File: src/hdl/tsch_pkg.sv
`timescale 1ns / 1ps

package tsch_pkg;

    typedef enum logic [1:0] {
        F_TICK     = 2'd0,
        F_POST     = 2'd1,
        F_CREATE   = 2'd2,
        F_DISPATCH = 2'd3
    } t_func;

    localparam logic [7:0] CFG_RUN_ENABLE  = 8'd0;
    localparam logic [7:0] CFG_TIMER_EVENTS = 8'd1;

    localparam logic [15:0] TIMER_EVENTS_RST = 16'h0001;

    // request token as it travels down the chain
    typedef struct packed {
        t_func       func;
        logic [7:0]  id;
        logic [15:0] ev;
        logic [31:0] per;
        logic        rej;
        logic        found;
        logic        disp;
        logic [3:0]  dtask;
        logic [15:0] devents;
    } t_tok;

    typedef struct packed {
        logic        status;
        logic        disp;
        logic [3:0]  dtask;
        logic [15:0] devents;
    } t_res;

endpackage

File: src/hdl/tsch_cell.sv
`timescale 1ns / 1ps

module tsch_cell #(
    parameter int ID = 0
) (
    input  logic                 i_clk,
    input  logic                 i_rst_n,
    input  logic                 i_run,
    input  logic [15:0]          i_tev,
    input  logic                 i_vld,
    input  tsch_pkg::t_tok       i_tok,
    output logic                 o_vld,
    output tsch_pkg::t_tok       o_tok
);
    import tsch_pkg::*;

    logic [31:0] r_cnt, n_cnt;
    logic [31:0] r_per, n_per;
    logic [15:0] r_ev, n_ev;
    logic        r_rdy, n_rdy;
    logic        r_exists, n_exists;
    logic        r_vld;
    t_tok        r_tok, n_tok;
    logic [31:0] cnt_inc;
    logic        hit;

    assign cnt_inc = r_cnt + 32'd1;
    assign hit     = (i_tok.id == 8'(ID)) && !i_tok.rej;

    always_comb begin
        n_cnt    = r_cnt;
        n_per    = r_per;
        n_ev     = r_ev;
        n_rdy    = r_rdy;
        n_exists = r_exists;
        n_tok    = i_tok;
        if (i_vld) begin
            unique case (i_tok.func)
                F_TICK: begin
                    if (i_run) begin
                        if (r_per != 32'd0 && cnt_inc >= r_per) begin
                            n_cnt = 32'd0;
                            n_ev  = r_ev | i_tev;
                            n_rdy = 1'b1;
                        end else begin
                            n_cnt = cnt_inc;
                        end
                    end
                end
                F_POST: begin
                    if (hit) begin
                        n_ev  = r_ev | i_tok.ev;
                        n_rdy = 1'b1;
                    end
                end
                F_CREATE: begin
                    if (hit) begin
                        n_exists = 1'b1;
                        n_ev     = 16'd0;
                        n_cnt    = 32'd0;
                        n_per    = i_tok.per;
                    end
                end
                F_DISPATCH: begin
                    // first ready cell in chain order, from cell 0 up, wins
                    if (!i_tok.found && r_rdy) begin
                        n_tok.found = 1'b1;
                        n_rdy       = 1'b0;
                        if (r_exists) begin
                            n_tok.disp    = 1'b1;
                            n_tok.dtask   = 4'(ID);
                            n_tok.devents = r_ev;
                            n_ev          = 16'd0;
                        end
                    end
                end
                default: ;
            endcase
        end
    end

    always_ff @(posedge i_clk) begin
        if (!i_rst_n) begin
            r_cnt    <= '0;
            r_per    <= '0;
            r_ev     <= '0;
            r_rdy    <= 1'b0;
            r_exists <= 1'b0;
            r_vld    <= 1'b0;
        end else begin
            r_cnt    <= n_cnt;
            r_per    <= n_per;
            r_ev     <= n_ev;
            r_rdy    <= n_rdy;
            r_exists <= n_exists;
            r_vld    <= i_vld;
        end
    end

    always_ff @(posedge i_clk) begin
        r_tok <= n_tok;
    end

    assign o_vld = r_vld;
    assign o_tok = r_tok;

endmodule

File: src/hdl/event_timer_task_scheduler.sv
`timescale 1ns / 1ps

// Cooperative event-driven task scheduler with TASKS task slots.
// Request channel (i_valid/o_ready) carries one command: tick, post events,
// create task or dispatch. Every request yields exactly one response on the
// response channel (o_valid/i_ready): status, dispatched flag, task id and
// the events handed over.
// Config channel (i_cfg_valid/o_cfg_ready, always ready) writes run_enable
// (index 0) and timer_event_bits (index 1); write only while idle.
// Each task slot lives in one cell of a chain. A request enters cell 0 on
// acceptance and moves one cell per cycle, each cell acting on it as it
// passes; the dispatch search is the "found" flag riding along.
// The response is registered once the request leaves the last cell. A new
// request is taken only after the previous one has left the chain.
// A completed response waits in the output register; the next request is
// still taken, and its result parks in a one-entry holding register if the
// receiver keeps stalling. Requests are blocked while the chain is busy or that is full.
// Reset clears all task slots, run_enable to 0, timer_event_bits to 1.
module event_timer_task_scheduler #(
    parameter int TASKS = 16
) (
    input  logic        i_clk,
    input  logic        i_rst_n,
    input  logic        i_cfg_valid,
    output logic        o_cfg_ready,
    input  logic [7:0]  i_cfg_index,
    input  logic [31:0] i_cfg_data,
    input  logic        i_valid,
    output logic        o_ready,
    input  logic [1:0]  i_func,
    input  logic [7:0]  i_task_id,
    input  logic [15:0] i_event_bits,
    input  logic [31:0] i_period,
    input  logic        i_handler_present,
    output logic        o_valid,
    input  logic        i_ready,
    output logic        o_status,
    output logic        o_dispatched,
    output logic [3:0]  o_dispatch_task,
    output logic [15:0] o_dispatch_events
);
    import tsch_pkg::*;

    logic        r_run;
    logic [15:0] r_tev;
    logic        r_busy;
    logic        r_out_v, r_pend_v;
    t_res        r_out, r_pend;
    t_res        exit_res;
    t_tok        in_tok;
    logic        accept, take, bad_id;
    logic        vld [TASKS+1];
    t_tok        tok [TASKS+1];

    assign o_cfg_ready = 1'b1;

    always_ff @(posedge i_clk) begin
        if (!i_rst_n) begin
            r_run <= 1'b0;
            r_tev <= TIMER_EVENTS_RST;
        end else if (i_cfg_valid) begin
            unique case (i_cfg_index)
                CFG_RUN_ENABLE:   r_run <= i_cfg_data[0];
                CFG_TIMER_EVENTS: r_tev <= i_cfg_data[15:0];
                default: ;
            endcase
        end
    end

    assign o_ready = !r_busy && !r_pend_v;
    assign accept  = i_valid && o_ready;
    assign bad_id  = i_task_id >= 8'(TASKS);

    always_comb begin
        in_tok         = '0;
        in_tok.func    = t_func'(i_func);
        in_tok.id      = i_task_id;
        in_tok.ev      = i_event_bits;
        in_tok.per     = i_period;
        in_tok.rej     = ((t_func'(i_func) == F_POST) && bad_id)
                      || ((t_func'(i_func) == F_CREATE) && (bad_id || !i_handler_present));
    end

    assign vld[0] = accept;
    assign tok[0] = in_tok;

    for (genvar g = 0; g < TASKS; g++) begin : g_chain
        tsch_cell #(
            .ID (g)
        ) u_slot (
            .i_clk   (i_clk),
            .i_rst_n (i_rst_n),
            .i_run   (r_run),
            .i_tev   (r_tev),
            .i_vld   (vld[g]),
            .i_tok   (tok[g]),
            .o_vld   (vld[g+1]),
            .o_tok   (tok[g+1])
        );
    end

    assign exit_res.status  = tok[TASKS].rej;
    assign exit_res.disp    = tok[TASKS].disp;
    assign exit_res.dtask   = tok[TASKS].dtask;
    assign exit_res.devents = tok[TASKS].devents;

    assign take = r_out_v && i_ready;

    always_ff @(posedge i_clk) begin
        if (!i_rst_n) begin
            r_busy   <= 1'b0;
            r_out_v  <= 1'b0;
            r_pend_v <= 1'b0;
        end else begin
            if (accept) begin
                r_busy <= 1'b1;
            end else if (vld[TASKS]) begin
                r_busy <= 1'b0;
            end

            if (r_pend_v) begin
                if (!r_out_v || take) begin
                    r_out_v  <= 1'b1;
                    r_pend_v <= 1'b0;
                end
            end else if (vld[TASKS]) begin
                if (!r_out_v || take) begin
                    r_out_v <= 1'b1;
                end else begin
                    r_pend_v <= 1'b1;
                end
            end else if (take) begin
                r_out_v <= 1'b0;
            end
        end
    end

    always_ff @(posedge i_clk) begin
        if (r_pend_v) begin
            if (!r_out_v || take) begin
                r_out <= r_pend;
            end
        end else if (vld[TASKS]) begin
            if (!r_out_v || take) begin
                r_out <= exit_res;
            end else begin
                r_pend <= exit_res;
            end
        end
    end

    assign o_valid           = r_out_v;
    assign o_status          = r_out.status;
    assign o_dispatched      = r_out.disp;
    assign o_dispatch_task   = r_out.dtask;
    assign o_dispatch_events = r_out.devents;

endmodule

File: config.mk
export PLATFORM = sky130hd
export DESIGN_NAME = event_timer_task_scheduler
export DESIGN_NICKNAME = d
export VERILOG_FILES = /design/src/hdl/tsch_pkg.sv /design/src/hdl/tsch_cell.sv /design/src/hdl/event_timer_task_scheduler.sv
export SDC_FILE = /design/constraint.sdc
export NUM_CORES = 2
export LEC_CHECK = 0
export BUFFER_PORTS_ARGS = -buffer_cell sky130_fd_sc_hd__buf_4
export CORE_MARGIN = 1
export CORE_UTILIZATION = 40
export CTS_CLUSTER_SIZE = 28
export DETAILED_ROUTE_END_ITERATION = 16
export PLACE_DENSITY = 0.6
export SLEW_MARGIN = 40
export SYNTH_ARGS = -nofsm -noshare
export SYNTH_HDL_FRONTEND = slang
export SYNTH_SLANG_ARGS = --single-unit
File: constraint.sdc
create_clock -name i_clk -period 5.3 [get_ports i_clk]
set_input_delay 1.325 -clock i_clk [delete_from_list [all_inputs] [get_ports i_clk]]
set_output_delay 1.325 -clock i_clk [all_outputs]
set_load 0.005 [all_outputs]
# Word-level counts from Yosys, hierarchy flattened

Cells that the tools add are included.

Flip-flop bits (word level): 2629
Logic and storage cells: 1035
Bits of input ports: 104

$add $sub $neg: 16
Reductions and logical operators: 230
Multiplexer cells: 330
Equal/unequal tests: 160
Magnitude comparators: 17
Bitwise gates (word level): 34

Operators with widths:

| kind                                                                    | number |
|---|---|
| 16-bit 2-to-1 mux                                                       | 96 |
| 32-bit 2-to-1 mux                                                       | 48 |
| 22-bit 2-to-1 mux                                                       | 47 |
| 16-bit case mux with 4 select lines                                     | 16 |
| 32-bit case mux with 2 select lines                                     | 16 |
| 32-bit by 1-bit adder with 32-bit output, second input constant         | 16 |
| 32-bit greater-or-equal comparator                                      | 16 |
| 16-bit bitwise OR                                                       | 32 |
| 32-bit nonzero test                                                     | 16 |
| 21-bit 2-to-1 mux                                                       | 19 |
| 2-bit by 1-bit inequality test with 1-bit output, second input constant | 80 |
| 7-bit AND reduction                                                     | 16 |
| 6-bit AND reduction                                                     | 15 |
| 1-bit 2-to-1 mux                                                        | 72 |
| 4-bit AND reduction                                                     | 17 |
| 2-bit == test, second input constant                                    | 32 |
| 8-bit by 4-bit == test with 1-bit output, second input constant         | 8 |
| 3-bit AND reduction                                                     | 18 |
| 1-bit logical AND                                                       | 52 |
| 3-bit nonzero test                                                      | 17 |
| 1-bit case mux with 3 select lines                                      | 16 |
| 2-bit nonzero test                                                      | 18 |
| 1-bit logical NOT                                                       | 35 |
| 2-bit by 1-bit == test with 1-bit output, second input constant         | 16 |
| other kinds (11)                                                        | 53 |

# Longest topological paths before layout

Depth after elaboration: 8
Depth in mapped cells: 20
Gate-level depth less buffers: 17

# By module

Synthesis repeated with hierarchy kept, for this count alone.

Cells, all modules: 11013
Area total of the unflattened synthesis: 105776.4 um2

Modules (own cells, without submodules):

| module                             | cells each | area an instance (um2) | instances |
|---|---|---|---|
| tsch_cell (g_chain[10].u_slot ...) | 677        | 6472.5                 | 4 |
| tsch_cell (g_chain[11].u_slot ...) | 679        | 6417.4                 | 4 |
| tsch_cell (g_chain[1].u_slot ...)  | 678        | 6490.0                 | 2 |
| tsch_cell (g_chain[4].u_slot ...)  | 677        | 6468.7                 | 2 |
| tsch_cell (g_chain[15].u_slot ...) | 679        | 6414.9                 | 2 |
| tsch_cell (g_chain[12].u_slot)     | 677        | 6506.2                 | 1 |
| tsch_cell (g_chain[0].u_slot)      | 678        | 6495.0                 | 1 |
| event_timer_task_scheduler         | 166        | 2468.6                 | 1 |

# Worst setup path after synthesis

OpenSTA, ideal clock, no wires.

Path type: register -> register
From: register g_chain[13].u_slot.r_cnt[0]
To: register g_chain[13].u_slot.r_ev[10]
Arrival: 4357 ps
Data required time: 5226 ps
Stages on the path, launching flop included: 20
Setup time: 74 ps
Path slack: 869 ps
Buffers on the path: 3
Cell sequence: dfxtp_1 > nand3_1 > nor3_1 > and4_1 > clkbuf_1 > and2_1 > and3_1 > and3_1 > xor2_1 > ha_1 > nand4_1 > nor4_1 > a22oi_1 > a31o_2 > o41ai_2 > nor2_1 > or4b_2 > clkbuf_1 > clkbuf_1 > o21ai_0

Longest elaborated chain between the ends: 5

RTL lines:

| what                                                       | line            | RTL |
|---|---|---|
| from (decl)                                                | tsch_cell.sv:17 | `logic [31:0] r_cnt, n_cnt;` |
| from (signal assigned)                                     | tsch_cell.sv:91 | `r_cnt <= n_cnt;` |
| 32-bit by 1-bit adder with 32-bit output                   | tsch_cell.sv:27 | `assign cnt_inc = r_cnt + 32'd1;` |
| 32-bit greater-or-equal comparator                         | tsch_cell.sv:41 | `if (r_per != 32'd0 && cnt_inc >= r_per) begin` |
| 1-bit logical AND                                          | tsch_cell.sv:41 |  |
| 2-bit by 1-bit inequality test with 1-bit output (no line) | -               |  |
| 7-bit AND reduction (no line)                              | -               |  |
| to (signal assigned)                                       | tsch_cell.sv:93 | `r_ev <= n_ev;` |
| to (decl)                                                  | tsch_cell.sv:19 | `logic [15:0] r_ev, n_ev;` |

No other way between the ends.
A chain may end at the register's enable or synchronous reset.

# Worst setup path in the final report

From: register g_chain[13].u_slot.r_cnt[7]
To: register g_chain[13].u_slot.r_ev[10]

Same word-level chain as after synthesis.

==> results.yml <==
run_status:
  status: "finished, final reports clean"
setup_path:
  cp-end-kind: "flop"
  cp_common_cell: "and4_1"
  crit_family: "simple AND/OR/NAND/NOR gates"
  startpoint_type: "flop"
  worstSetupPathType: "reg -> reg"
  crit_path_max_incr_delay_ns: 0.85
  worst-path-buf-inv: 0
  cp_max_fo: 16
  required_ns: 6.12
  path_cells: "and4_1 > and4_1 > and4_1 > and2_1 > and3_1 > and3_1 > xor2_1 > ha_1 > nand4_1 > nor4_1 > nand2_1 > o41ai_4 > nor2_1 > or4b_2 > o21ai_0"
  worstPathArrival_ns: 5.73
  slowest_stage: "or4b_2"
global_routing:
  grt_max_degree: 192
  antenna_found_initial: 10
  grt_pass1_vias: 73595
  grt_overflow_total: 0
  grt.total_usage_pct: 19.0
  grt_first_pass_wirelength_um: 397000
timing:
  relSlewSlack_pct: 43.5
  fin_hold_ws_ns: 0.306
  hold_viol: 0
  worst_slew_pin_slew_ns: 0.846
  fin_crit_ns: 4.91
  timing.final.crit_share_pct: 92.6
  tns_ns: 0
  max_freq_ghz: 0.204
  setup_viol: 0
  drv_slew: 0
  skew_ns: 0.101
  rsz0062_at_grt: "no"
floorplanning:
  die_w_um: 507
  io_pins: 129
  dieHeight_um: 507
  rows: 184
  start_util_pct: 40.4
  core_area_mm2: 0.252
  die-area_mm2: 0.257
synth:
  synth_area_mm2: 0.102
  synth_top_area_cell: "dfxtp_1"
  syn_avg_cell_area_um2: 9.57
  ys.flop_type: "dfxtp_1"
  synth_top_area_share_pct: 50.5
  async_reset_ff_share_pct: 0
  yosysWarnings: 0
  synth_compound_area_share_pct: 11.6
  syn_inst: 10648
  ys_seq_area_share_pct: 51.8
  synth_nets: 11280
  synth_xor_area_share_pct: 3.85
  yosys.area_share.simple_pct: 15.9
  synth.distinct_cells: 86
  synth_fa_ha_area_share_pct: 6.48
  synth-seq-cells: 2614
  synth_area_leaders: "dfxtp_1, ha_1, nand2_1, a21oi_1, mux2i_1"
  synth_edf_count: 44
  synth_top_family_by_area: "simple AND/OR/NAND/NOR gates"
  synth_mux_area_share_pct: 6.38
final_layout:
  fill_cells: 23718
  final_cell_mix: "dfxtp_1, nand2_1, a21oi_1, inv_1, nor2_1"
  nets: 11339
  final_util_pct: 46.0
  fin_cells: 14255
  final_common_cell: "dfxtp_1"
  design_area_mm2: 0.116
  area_delta_synth_final_pct: 13.8
  drive_gt1_share_pct: 10.8
  multi_input_area_mm2: 0.0455
  regArea_mm2: 0.0528
place:
  place_inst: 13769
  gp_congestion: 0.859
  io_buffers: 111
  hpwl_um: 184000
  placed_area_mm2: 0.107
flow_run:
  max_cap_violations: 0
drt:
  drc: 0
  vias: 74083
  ant_nets: 0
  wl_um: 251000
  drt_pass1_iterations: 6
  initialDrtViolationCount: 4661
  via_per_inst: 5.20
  wl_per_cell_um: 17.6
power_and_ir_drop:
  p_leak_nw: 45.1
  power.density_mw_per_mm2: 347
  vdd_drop_max_mv: 0.320
clocking:
  cts_buffers: 283
  cts_tree: "done"
  clk_pin_slew_ns: 0.06
  clock_latency_ns: 0.95
  clock_sinks: 2614
  clk_path_buf_depth: 4
  htreeDepth: 5
  ctsHoldBuffers: 0
  root_buffer: "clkbuf_16"
min_path:
  min_path_type: "reg -> reg"
## path summary, 6_finish.rpt
kind                                                 start                                        to  slack (ns)  cells after the start
setup / recovery  g_chain[13].u_slot.r_cnt[7]$_SDFFE_PN0P_  g_chain[13].u_slot.r_ev[10]$_SDFFE_PN0P_        0.39                     15
setup reg to reg  g_chain[13].u_slot.r_cnt[7]$_SDFFE_PN0P_  g_chain[13].u_slot.r_ev[10]$_SDFFE_PN0P_        0.39                     15
hold reg to reg        g_chain[3].u_slot.o_tok[48]$_DFF_P_       g_chain[4].u_slot.o_tok[48]$_DFF_P_        0.31                      0
hold / removal         g_chain[3].u_slot.o_tok[48]$_DFF_P_       g_chain[4].u_slot.o_tok[48]$_DFF_P_        0.31                      0
## layer usage
| metal | track usage (%) | share of wire, % | vias to the layer above |
|---|---|---|---|
| li1 | - | - | 36951 |
| met1 | 24.0 | 44 | 35200 |
| met2 | 33.2 | 48 | 1504 |
| met3 | 2.54 | 4.0 | 426 |
| met4 | 6.58 | 3.1 | 2 |
| met5 | 0 | 0.0060 | - |
## synth_stat cells (12+ instances only)
library cell and count:
o31ai_1 16, nor4_1 169, nor3b_1 18, a21oi_1 754, or2_2 91, a32o_1 72, and2_1 81, nand4b_1 12
and3_1 135, ha_1 528, and4_1 62, a31oi_1 106, xor2_1 152, a221oi_1 19, nand4_1 195, a32oi_1 26
o211ai_1 22, nand2_1 1546, nor2b_1 65, nand3b_1 28, o21a_1 29, a22oi_1 135, xnor2_1 296, mux2i_1 333
a22o_1 117, inv_1 587, dfxtp_1 2570, nand3_1 270, a21o_1 92, o21ai_0 390, edfxtp_1 44, a211oi_1 20
or3_1 40, buf_1 28, clkbuf_1 457, mux2_2 282, nor3_1 97, nor2_1 553, nand2b_1 63
## timing repair
| item | 4_1_cts | 5_1_grt |
|---|---|---|
| buffers inserted | 0 | 0 |
| endpoints found under the setup margin | 0 | 48 |
| gates resized for setup | 0 | 7 |
## power by group
group,switching [mW],internal (mW),total (mW)
Clock,7.80,11.5,19.3
Combinational,0.374,0.192,0.565
Sequential,0.317,20.1,20.4
Total,8.49,31.8,40.3
## area by class of cell
cell class / count / area share, %
inverters: 589 / 1.91
clock inverters: 100 / 0.999
well taps: 3348 / 3.61
flip-flops and latches: 2614 / 45.5
multi-input cells: 6952 / 39.3
diodes: 5 / 0.0108
repair buffers: 267 / 1.83
clock buffers: 380 / 6.85
## flip-flops by register name, indices dropped and copies added (netlist names), 16 cells and up
| name | count |
|---|---|
| g_chain.u_slot.r_per | 512 |
| g_chain.u_slot.o_tok | 1222 |
| r_tev | 16 |
| g_chain.u_slot.o_vld | 16 |
| g_chain.u_slot.r_exists | 16 |
| g_chain.u_slot.r_cnt | 512 |
| o_dispatch_events | 16 |
| r_pend | 22 |
| g_chain.u_slot.r_ev | 256 |
| g_chain.u_slot.r_rdy | 16 |
## logic make-up (layout without fill, tap and decap cells)
logic type                 Yosys count  after routing
AOI/OAI and AO/OA                 1902           1902
xor gates and xnor gates           448            448
adders and majority gates          528            528
buffers and inverters             1082           1336
DFF                               2614           2614
muxes                              615            615
other                                1              6
and+or+nand+nor                   3458           3458
## metrics by stage
stage / total power, mW / setup WS, ns
3_3_place_gp: 21.4 / -0.206
6_report: 40.3 / 0.392
4_1_cts: 40.7 / 0.0391
5_1_grt: 41.6 / 0.0444
2_1_floorplan: 21.0 / 0.869
3_5_place_dp: 21.4 / 0.0869
No activity file was read; power rests on OpenSTA's default activity.
